File: src/design/clc_pkg.sv
// Types, constants and helpers for the code lock controller.
package clc_pkg;

  localparam int unsigned CODE_LEN_DEF = 8;
  localparam int unsigned TICK_W       = 16;
  localparam int unsigned CFG_IDX_W    = 8;
  localparam int unsigned NUM_BTN      = 3;

  // Configuration register indexes
  localparam logic [CFG_IDX_W-1:0] REG_FILTER_TICKS = 8'd0;
  localparam logic [CFG_IDX_W-1:0] REG_HOLD_TICKS   = 8'd1;
  localparam logic [CFG_IDX_W-1:0] REG_OPEN_TICKS   = 8'd2;
  localparam logic [CFG_IDX_W-1:0] REG_IDLE_TICKS   = 8'd3;

  localparam logic [TICK_W-1:0] FILTER_TICKS_RST = 16'd200;
  localparam logic [TICK_W-1:0] HOLD_TICKS_RST   = 16'd3000;
  localparam logic [TICK_W-1:0] OPEN_TICKS_RST   = 16'd5000;
  localparam logic [TICK_W-1:0] IDLE_TICKS_RST   = 16'd10000;
  localparam logic [TICK_W-1:0] TICK_MAX         = 16'hFFFF;

  // Request kinds
  localparam logic CMD_TICK  = 1'b0;
  localparam logic CMD_PRESS = 1'b1;

  localparam logic [1:0] BTN_LEARN  = 2'd2;
  localparam logic [1:0] BTN_UNUSED = 2'd3;
  localparam logic [1:0] DIGIT_LEARN = 2'd3;

  localparam int unsigned INIT_LEN = 8;
  localparam logic [1:0] CODE_INIT [INIT_LEN] = '{
    2'd1, 2'd1, 2'd1, 2'd1, 2'd0, 2'd1, 2'd1, 2'd0
  };

  typedef struct packed {
    logic       cmd;
    logic [1:0] button;
    logic       hold_level;
  } in_item_t;

  typedef struct packed {
    logic       locked;
    logic       learning;
    logic       opened;
    logic       code_stored;
    logic       key_accepted;
    logic [1:0] key_digit;
  } out_item_t;

  typedef struct packed {
    logic       accepted;
    logic [1:0] digit;
  } key_t;

  function automatic logic [TICK_W-1:0] sat_inc(input logic [TICK_W-1:0] v);
    return (v == TICK_MAX) ? v : v + 1'b1;
  endfunction

  // Reset code; positions past the built-in code read as 0
  function automatic logic [1:0] init_digit(input int unsigned i);
    return (i < INIT_LEN) ? CODE_INIT[i] : 2'd0;
  endfunction

  function automatic logic [1:0] btn_digit(input logic [1:0] btn);
    return (btn == BTN_LEARN) ? DIGIT_LEARN : btn;
  endfunction

endpackage

File: src/design/clc_key_filter.sv
// Per-button debounce and learn-switch hold timer; turns requests into digits.
module clc_key_filter (
  input  logic                           clk,
  input  logic                           rst_n,
  input  logic                           fire,
  input  clc_pkg::in_item_t              item,
  input  logic [clc_pkg::TICK_W-1:0]     filter_ticks,
  input  logic [clc_pkg::TICK_W-1:0]     hold_ticks,
  output clc_pkg::key_t                  key
);
  import clc_pkg::*;

  logic [NUM_BTN-1:0] seen_r, seen_nxt;
  logic [TICK_W-1:0]  elapsed_r [NUM_BTN];
  logic [TICK_W-1:0]  elapsed_nxt [NUM_BTN];
  logic [TICK_W-1:0]  hold_cnt_r, hold_cnt_nxt;
  logic [TICK_W-1:0]  hold_inc;

  assign hold_inc = sat_inc(hold_cnt_r);

  always_comb begin
    key          = '0;
    seen_nxt     = seen_r;
    elapsed_nxt  = elapsed_r;
    hold_cnt_nxt = hold_cnt_r;
    if (item.cmd == CMD_TICK) begin
      for (int b = 0; b < NUM_BTN; b++) begin
        elapsed_nxt[b] = sat_inc(elapsed_r[b]);
      end
      if (item.hold_level) begin
        if (hold_inc > hold_ticks) begin
          hold_cnt_nxt = '0;
          key.accepted = 1'b1;
          key.digit    = DIGIT_LEARN;
        end else begin
          hold_cnt_nxt = hold_inc;
        end
      end else begin
        hold_cnt_nxt = '0;
      end
    end else begin
      // the unused button code matches no entry and is dropped
      for (int b = 0; b < NUM_BTN; b++) begin
        if (item.button == 2'(b) && (!seen_r[b] || elapsed_r[b] > filter_ticks)) begin
          seen_nxt[b]    = 1'b1;
          elapsed_nxt[b] = '0;
          key.accepted   = 1'b1;
          key.digit      = btn_digit(item.button);
        end
      end
    end
  end

  always_ff @(posedge clk) begin
    if (!rst_n) begin
      seen_r     <= '0;
      hold_cnt_r <= '0;
      for (int b = 0; b < NUM_BTN; b++) begin
        elapsed_r[b] <= '0;
      end
    end else if (fire) begin
      seen_r     <= seen_nxt;
      hold_cnt_r <= hold_cnt_nxt;
      elapsed_r  <= elapsed_nxt;
    end
  end

endmodule

File: src/design/code_lock_controller.sv
// Door code lock: top level with request stage, lock state and result register.
//
// Usage:
//   in_*   : one request per handshake, either a tick (cmd 0, with hold_level)
//            or a button press (cmd 1, button 0..2; button 3 is ignored).
//   out_*  : exactly one result per request, in request order: lock and mode
//            status after the request plus opened / code_stored / key pulses.
//   cfg_*  : register writes (index 0 filter, 1 hold, 2 open, 3 idle ticks),
//            always ready; write only while no request is in flight.
// Path: request register first, then the result register, which drives out_*.
// Throughput: one request per cycle while out_ready is high; the request
//   register feeds lock logic and result register; both advance in the same cycle.
// Out stall: the result register holds its value; the request register still
//   takes one more request, then in_ready drops until out_ready returns.
// Reset (synchronous, rst_n low): door locked, normal mode, default code
//   1,1,1,1,0,1,1,0, history and timers cleared, registers at defaults.
module code_lock_controller #(
  parameter int unsigned CODE_LEN = clc_pkg::CODE_LEN_DEF
) (
  input  logic                            clk,
  input  logic                            rst_n,
  input  logic                            in_valid,
  output logic                            in_ready,
  input  clc_pkg::in_item_t               in_data,
  output logic                            out_valid,
  input  logic                            out_ready,
  output clc_pkg::out_item_t              out_data,
  input  logic                            cfg_valid,
  output logic                            cfg_ready,
  input  logic [clc_pkg::CFG_IDX_W-1:0]   cfg_index,
  input  logic [clc_pkg::TICK_W-1:0]      cfg_data
);
  import clc_pkg::*;

  localparam int unsigned CNT_W = $clog2(CODE_LEN + 1);
  localparam logic [CNT_W-1:0] LEN_C = CNT_W'(CODE_LEN);

  logic [TICK_W-1:0] filter_ticks_r, hold_ticks_r, open_ticks_r, idle_ticks_r;

  in_item_t  stg_r;
  logic      stg_valid_r;
  out_item_t out_r;
  logic      out_valid_r;
  logic      adv;
  key_t      key;

  logic              learning_r, learning_nxt;
  logic              locked_r, locked_nxt;
  logic [1:0]        code_r [CODE_LEN];
  logic [1:0]        code_nxt [CODE_LEN];
  logic [1:0]        hist_r [CODE_LEN];
  logic [1:0]        hist_nxt [CODE_LEN];
  logic [CNT_W-1:0]  pos_r, pos_nxt, pos_inc;
  logic [CNT_W-1:0]  hcnt_r, hcnt_nxt;
  logic [TICK_W-1:0] idle_r, idle_nxt, idle_inc;
  logic [TICK_W-1:0] open_r, open_nxt, open_inc;
  logic              opened, stored, match;
  out_item_t         res;

  // ---------------- handshake ----------------
  assign adv       = stg_valid_r && (!out_valid_r || out_ready);
  assign in_ready  = !stg_valid_r || adv;
  assign out_valid = out_valid_r;
  assign out_data  = out_r;
  assign cfg_ready = 1'b1;

  always_ff @(posedge clk) begin
    if (!rst_n) begin
      stg_valid_r <= 1'b0;
      out_valid_r <= 1'b0;
    end else begin
      if (in_valid && in_ready) begin
        stg_valid_r <= 1'b1;
      end else if (adv) begin
        stg_valid_r <= 1'b0;
      end
      if (adv) begin
        out_valid_r <= 1'b1;
      end else if (out_ready) begin
        out_valid_r <= 1'b0;
      end
    end
  end

  always_ff @(posedge clk) begin
    if (in_valid && in_ready) begin
      stg_r <= in_data;
    end
    if (adv) begin
      out_r <= res;
    end
  end

  // ---------------- configuration ----------------
  always_ff @(posedge clk) begin
    if (!rst_n) begin
      filter_ticks_r <= FILTER_TICKS_RST;
      hold_ticks_r   <= HOLD_TICKS_RST;
      open_ticks_r   <= OPEN_TICKS_RST;
      idle_ticks_r   <= IDLE_TICKS_RST;
    end else if (cfg_valid && cfg_ready) begin
      unique case (cfg_index)
        REG_FILTER_TICKS: filter_ticks_r <= cfg_data;
        REG_HOLD_TICKS:   hold_ticks_r   <= cfg_data;
        REG_OPEN_TICKS:   open_ticks_r   <= cfg_data;
        REG_IDLE_TICKS:   idle_ticks_r   <= cfg_data;
        default: ;
      endcase
    end
  end

  // ---------------- digit source ----------------
  clc_key_filter u_key_filter (
    .clk          (clk),
    .rst_n        (rst_n),
    .fire         (adv),
    .item         (stg_r),
    .filter_ticks (filter_ticks_r),
    .hold_ticks   (hold_ticks_r),
    .key          (key)
  );

  // ---------------- lock logic ----------------
  assign idle_inc = sat_inc(idle_r);
  assign open_inc = sat_inc(open_r);
  assign pos_inc  = pos_r + 1'b1;

  always_comb begin
    learning_nxt = learning_r;
    locked_nxt   = locked_r;
    code_nxt     = code_r;
    hist_nxt     = hist_r;
    pos_nxt      = pos_r;
    hcnt_nxt     = hcnt_r;
    idle_nxt     = idle_r;
    open_nxt     = open_r;
    opened       = 1'b0;
    stored       = 1'b0;
    match        = 1'b1;

    if (stg_r.cmd == CMD_TICK) begin
      // the open timer pauses while learning; the idle timer counts but does not clear history
      if (!learning_r && !locked_r) begin
        if (open_inc > open_ticks_r) begin
          locked_nxt = 1'b1;
          open_nxt   = '0;
        end else begin
          open_nxt = open_inc;
        end
      end
      idle_nxt = idle_inc;
      if (!learning_r && idle_inc >= idle_ticks_r) begin
        hcnt_nxt = '0;
      end
    end else if (stg_r.button != BTN_UNUSED) begin
      idle_nxt = '0;
    end

    if (key.accepted) begin
      if (learning_r) begin
        for (int i = 0; i < CODE_LEN; i++) begin
          if (pos_r == CNT_W'(i)) begin
            code_nxt[i] = key.digit;
          end
        end
        if (pos_inc >= LEN_C) begin
          learning_nxt = 1'b0;
          pos_nxt      = '0;
          stored       = 1'b1;
        end else begin
          pos_nxt = pos_inc;
        end
      end else if (key.digit == DIGIT_LEARN) begin
        learning_nxt = 1'b1;
        pos_nxt      = '0;
        hcnt_nxt     = '0;
      end else begin
        for (int i = 0; i + 1 < CODE_LEN; i++) begin
          hist_nxt[i] = hist_r[i + 1];
        end
        hist_nxt[CODE_LEN-1] = key.digit;
        if (hcnt_nxt < LEN_C) begin
          hcnt_nxt = hcnt_nxt + 1'b1;
        end
        for (int i = 0; i < CODE_LEN; i++) begin
          if (hist_nxt[i] != code_r[i]) begin
            match = 1'b0;
          end
        end
        if (hcnt_nxt >= LEN_C && match) begin
          locked_nxt = 1'b0;
          hcnt_nxt   = '0;
          opened     = 1'b1;
        end
      end
    end

    res.locked       = locked_nxt;
    res.learning     = learning_nxt;
    res.opened       = opened;
    res.code_stored  = stored;
    res.key_accepted = key.accepted;
    res.key_digit    = key.digit;
  end

  always_ff @(posedge clk) begin
    if (!rst_n) begin
      learning_r <= 1'b0;
      locked_r   <= 1'b1;
      pos_r      <= '0;
      hcnt_r     <= '0;
      idle_r     <= '0;
      open_r     <= '0;
      for (int i = 0; i < CODE_LEN; i++) begin
        code_r[i] <= init_digit(i);
        hist_r[i] <= '0;
      end
    end else if (adv) begin
      learning_r <= learning_nxt;
      locked_r   <= locked_nxt;
      pos_r      <= pos_nxt;
      hcnt_r     <= hcnt_nxt;
      idle_r     <= idle_nxt;
      open_r     <= open_nxt;
      code_r     <= code_nxt;
      hist_r     <= hist_nxt;
    end
  end

endmodule

File: config.mk
export PLATFORM = sky130hd
export DESIGN_NAME = code_lock_controller
export DESIGN_NICKNAME = d
export VERILOG_FILES = /design/src/design/clc_pkg.sv /design/src/design/clc_key_filter.sv /design/src/design/code_lock_controller.sv
export SDC_FILE = /design/constraint.sdc
export NUM_CORES = 1
export LEC_CHECK = 0
export BUFFER_PORTS_ARGS = -buffer_cell sky130_fd_sc_hd__buf_4
export CAP_MARGIN = 20
export CELL_PAD_IN_SITES_DETAIL_PLACEMENT = 0
export CELL_PAD_IN_SITES_GLOBAL_PLACEMENT = 1
export CORE_UTILIZATION = 45
export CTS_BUF_LIST = sky130_fd_sc_hd__clkbuf_4 sky130_fd_sc_hd__clkbuf_8
export CTS_CLUSTER_DIAMETER = 40
export CTS_CLUSTER_SIZE = 16
export DETAILED_ROUTE_END_ITERATION = 12
export PLACE_DENSITY_LB_ADDON = 0.08
export SLEW_MARGIN = 20
export SYNTH_ARGS = -nofsm -noshare
export SYNTH_HDL_FRONTEND = slang
export SYNTH_HIERARCHICAL = 1
export SYNTH_SLANG_ARGS = --single-unit
File: constraint.sdc
create_clock -name clk -period 5.25 [get_ports clk]
set_input_delay 1.3125 -clock clk [delete_from_list [all_inputs] [get_ports clk]]
set_output_delay 1.3125 -clock clk [all_outputs]
set_load 0.02 [all_outputs]
==> flow_metrics.py <==
metrics = {
    "hold_path": {
        "worstHoldPathCells": 2,
        "hp-class": "reg2reg",
        "min_from": "filter_ticks_r[6]$_SDFFE_PN1P_",
        "holdPathEnd": "filter_ticks_r[6]$_SDFFE_PN1P_",
    },
    "synthesis": {
        "synth.distinct_cells": 80,
        "syn_avg_cell_area_um2": 8.539,
        "synth_edf_count": 11,
        "synth-seq-cells": 216,
        "ys_async_sr_fraction_pct": 0,
        "syn-cell-area_mm2": 0.01299,
        "synth-seq-area-share_pct": 34.14,
        "yosys_most_used_dff": "dfxtp_1",
        "syn_inst": 1521,
        "yosys_warnings": 6,
        "synth.net_count": 1661,
    },
    "clock_tree": {
        "cts_max_level": 2,
        "numCtsBuffers": 39,
        "cts_tree": "yes",
        "clock_sinks": 216,
        "clkSlewWorstSetupHoldPaths_ps": 70,
        "postCtsSetupRepairBufs": 0,
        "insertion_delay_ps": 540,
        "clock_path_buffers": 3,
        "root_buffer": "clkbuf_8",
    },
    "finish": {
        "fin_nets": 1702,
        "num_antenna_cells": 0,
        "final_cell_mix": "dfxtp_1 (203), nand2_1 (165), ha_1 (107)",
        "postLayoutCoreUtil_pct": 51.84,
        "layout_commonest_cell": "dfxtp_1",
        "area_delta_synth_final_pct": 12.10,
        "drive_above_1_share_pct": 10.81,
    },
    "sta": {
        "clock-skew-final_ps": 21.99,
        "slew_violations": 0,
        "hold_viol": 0,
        "fin_tns_setup_ps": 0,
        "fin_ws_ps": 514.3,
        "tightest_slew_ps": 1060,
        "fmax_ghz": 0.2112,
        "min_period_ps": 4736,
        "slew_headroom_pct": 28.85,
        "post-route-period-util_pct": 90.20,
        "rsz0062_at_grt": "false",
        "finalSetupViolations": 0,
    },
    "global_routing": {
        "grt.total_usage_pct": 22.76,
        "busiest_layer": "met2",
        "first_global_vias": 10290,
        "antenna_found_initial": 0,
        "grt_max_degree": 83,
        "grt_pass1_wl_um": 53030,
        "grt_use_met3_pct": 3.639,
        "met2_usage_pct": 38.08,
        "use_met1_pct": 30.18,
        "grt.overflow.total": 0,
    },
    "route": {
        "drcViolationCount": 0,
        "drt-initial-drc-count": 601,
        "vias_per_cell": 5.536,
        "wl_per_cell_um": 17.00,
        "drt-total-wl_um": 33480,
        "via_count": 10900,
        "ant_nets": 0,
        "drt_first_pass_iters": 5,
    },
    "critical_path": {
        "rr_worst_depth": 20,
        "required_ps": 5530,
        "reg2reg_to": "out_data[6]$_DFFE_PP_",
        "cp.arrival_ps": 5010,
        "reg2reg_from": "u_key_filter/hold_cnt_r[6]$_SDFFE_PN0P_",
        "path_class": "reg2reg",
        "cp_max_fo": 6,
        "crit_chain": "nand4_2, or3_4, nor3_4, and3_1, mux2_4, ha_1, nand4_1, a211oi_1, o21ai_0, a21oi_2, a21boi_0, buf_4, nand2_1, xnor2_1, nand4_1, nor4_1, buf_4, nand2_1, nor3_1, nor2_1",
        "worstSetupEndpointType": "register",
        "startpoint_type": "register",
        "r2r_slack_ps": 510,
        "cp_slowest_cell": "or3_4",
        "path_buf_inv": 2,
        "cpPeakStageDelay_ps": 430,
        "crit_family": "simple AND/OR/NAND/NOR gates",
    },
    "die": {
        "start_util_pct": 46.24,
        "core_area_mm2": 0.02809,
        "die_x_um": 171.9,
        "io_pins": 43,
        "dieArea_mm2": 0.02954,
        "row_count": 61,
        "dieHeight_um": 171.9,
    },
    "pwr": {
        "clkPwrFrac_pct": 49.9,
        "irDropWorstVdd_v": 0.0002280,
        "p_per_area_mw_per_mm2": 257.5,
        "pwr-share-seq_pct": 44.9,
        "sw_frac_of_total_pct": 24.74,
        "p_int_mw": 2.821,
        "p_sw_mw": 0.9276,
        "comb_power_share_pct": 5.2,
        "power_leakage_nw": 6.002,
        "finalPower_mw": 3.749,
    },
    "placement": {
        "pre_cts_ws_ps": 361.0,
        "portBuffers": 41,
        "place_congestion": 0.8400,
        "hpwl_um": 23820,
    },
    "flow_run": {
        "cap_violations": 0,
    },
    "run_status": {
        "outcome": "completed",
    },
}
## tightest hold or removal path, delay by kind of cell, from the launching register on
family / cells / cell delay [ps]
flip-flops: 1 / 330
multiplexers: 1 / 60
AND/OR/NAND/NOR: 1 / 60
## Yosys cell counts (8+ instances only)
cell type / instances / area (um^2)
a211oi_1: 13 / 97.59
a21boi_0: 25 / 187.7
a21oi_1: 86 / 430.4
a22o_1: 13 / 113.9
a31o_2: 8 / 70.07
a31oi_1: 40 / 250.2
and2_1: 14 / 87.58
and3_1: 26 / 162.7
and4_1: 9 / 78.83
buf_2: 19 / 95.09
clkbuf_1: 31 / 116.4
dfxtp_1: 205 / 4104
edfxtp_1: 11 / 330.3
ha_1: 107 / 1339
inv_1: 102 / 382.9
mux2i_1: 78 / 780.8
nand2_1: 165 / 619.3
nand2b_1: 12 / 75.07
nand3_1: 43 / 215.2
nand3b_1: 10 / 75.07
nand4_1: 39 / 244.0
nor2_1: 86 / 322.8
nor2b_1: 66 / 412.9
nor3_1: 25 / 125.1
nor4_1: 12 / 75.07
o21a_1: 21 / 157.7
o21ai_0: 64 / 320.3
o31ai_1: 11 / 82.58
xnor2_1: 45 / 394.1
xor2_1: 15 / 131.4
## registers in the layout, indices dropped and copies added (netlist names)
name,flops
code_r,16
stg_valid_r,1
hist_r,14
idle_r,16
learning_r,1
filter_ticks_r,16
out_valid,1
hcnt_r,4
stg_r,4
u_key_filter/seen_r,3
out_data,7
pos_r,4
u_key_filter/elapsed_r,48
idle_ticks_r,16
hold_ticks_r,16
u_key_filter/hold_cnt_r,16
open_ticks_r,16
locked_r,1
open_r,16
## final cells by class
| class | instances | area, um^2 |
|---|---|---|
| clock buffers | 51 | 651.9 |
| clock inverters | 19 | 264.0 |
| fillers | 2753 | 13530 |
| inverters | 104 | 390.4 |
| multi-input cells | 1143 | 7895 |
| flip-flops and latches | 216 | 4437 |
| well taps | 378 | 473.0 |
| repair buffers | 58 | 447.9 |
## cell families (layout without fill, tap and decap cells)
kind of cell,Yosys count,after routing,share of synthesized area [%]
AOI/OAI and AO/OA,345,345,17.37
and+or+nand+nor,544,544,22.14
DFF,216,216,34.14
adders and majority gates,107,107,10.31
other,1,1,0.02887
buffers and inverters,162,232,5.231
muxes,86,86,6.734
xor gates and xnor gates,60,60,4.046
## layer usage
metal  up-vias  share of wire, %  wire length [um]
met5         -                 0                 0
met4         0               1.8               604
met3        44               4.1              1378
met2       192                46             15430
met1      5121                48             16070
li1       5544                 -                 -
## metrics by stage
| step | cells | cell area (um^2) | hold WS, ps |
|---|---|---|---|
| after floorplan | 1521 | 12990 | 438.8 |
| after global placement | 1899 | 13620 | 453.4 |
| after detailed placement | 1899 | 13620 | 462.7 |
| after CTS | 1969 | 14540 | 479.9 |
| after global routing | 1969 | 14560 | 499.6 |
| final | 1969 | 14560 | 478.7 |
## power groups by stage
stage          sequential [mW]  clock (mW)  combinational [mW]
4_1_cts                   1.68        1.92               0.197
2_1_floorplan             1.72           0               0.113
6_report                  1.68        1.87               0.196
3_3_place_gp              1.72           0               0.195
5_1_grt                   1.68        2.00               0.214
3_5_place_dp              1.72           0               0.196
## how the worst max path moves through the flow
stage | from | end | slack, ps | depth (start not counted)
2_1_floorplan | u_key_filter/hold_cnt_r[3]$_SDFFE_PN0P_ | hcnt_r[1]$_SDFFE_PN0P_ | 780 | 18
3_3_place_gp | u_key_filter/hold_cnt_r[3]$_SDFFE_PN0P_ | out_data[6]$_DFFE_PP_ | 500 | 19
3_5_place_dp | u_key_filter/hold_cnt_r[3]$_SDFFE_PN0P_ | out_data[6]$_DFFE_PP_ | 360 | 19
4_1_cts | u_key_filter/hold_cnt_r[3]$_SDFFE_PN0P_ | out_data[6]$_DFFE_PP_ | 320 | 19
5_1_grt | u_key_filter/hold_cnt_r[1]$_SDFFE_PN0P_ | out_data[6]$_DFFE_PP_ | 1 | 21
6_report | u_key_filter/hold_cnt_r[6]$_SDFFE_PN0P_ | out_data[6]$_DFFE_PP_ | 510 | 20
## timing repair
action | CTS | global route
hold buffers | 0 | 0
resized for setup | 0 | 6
endpoints found under the setup margin | 0 | 13
(Power assumes the default switching activity.)
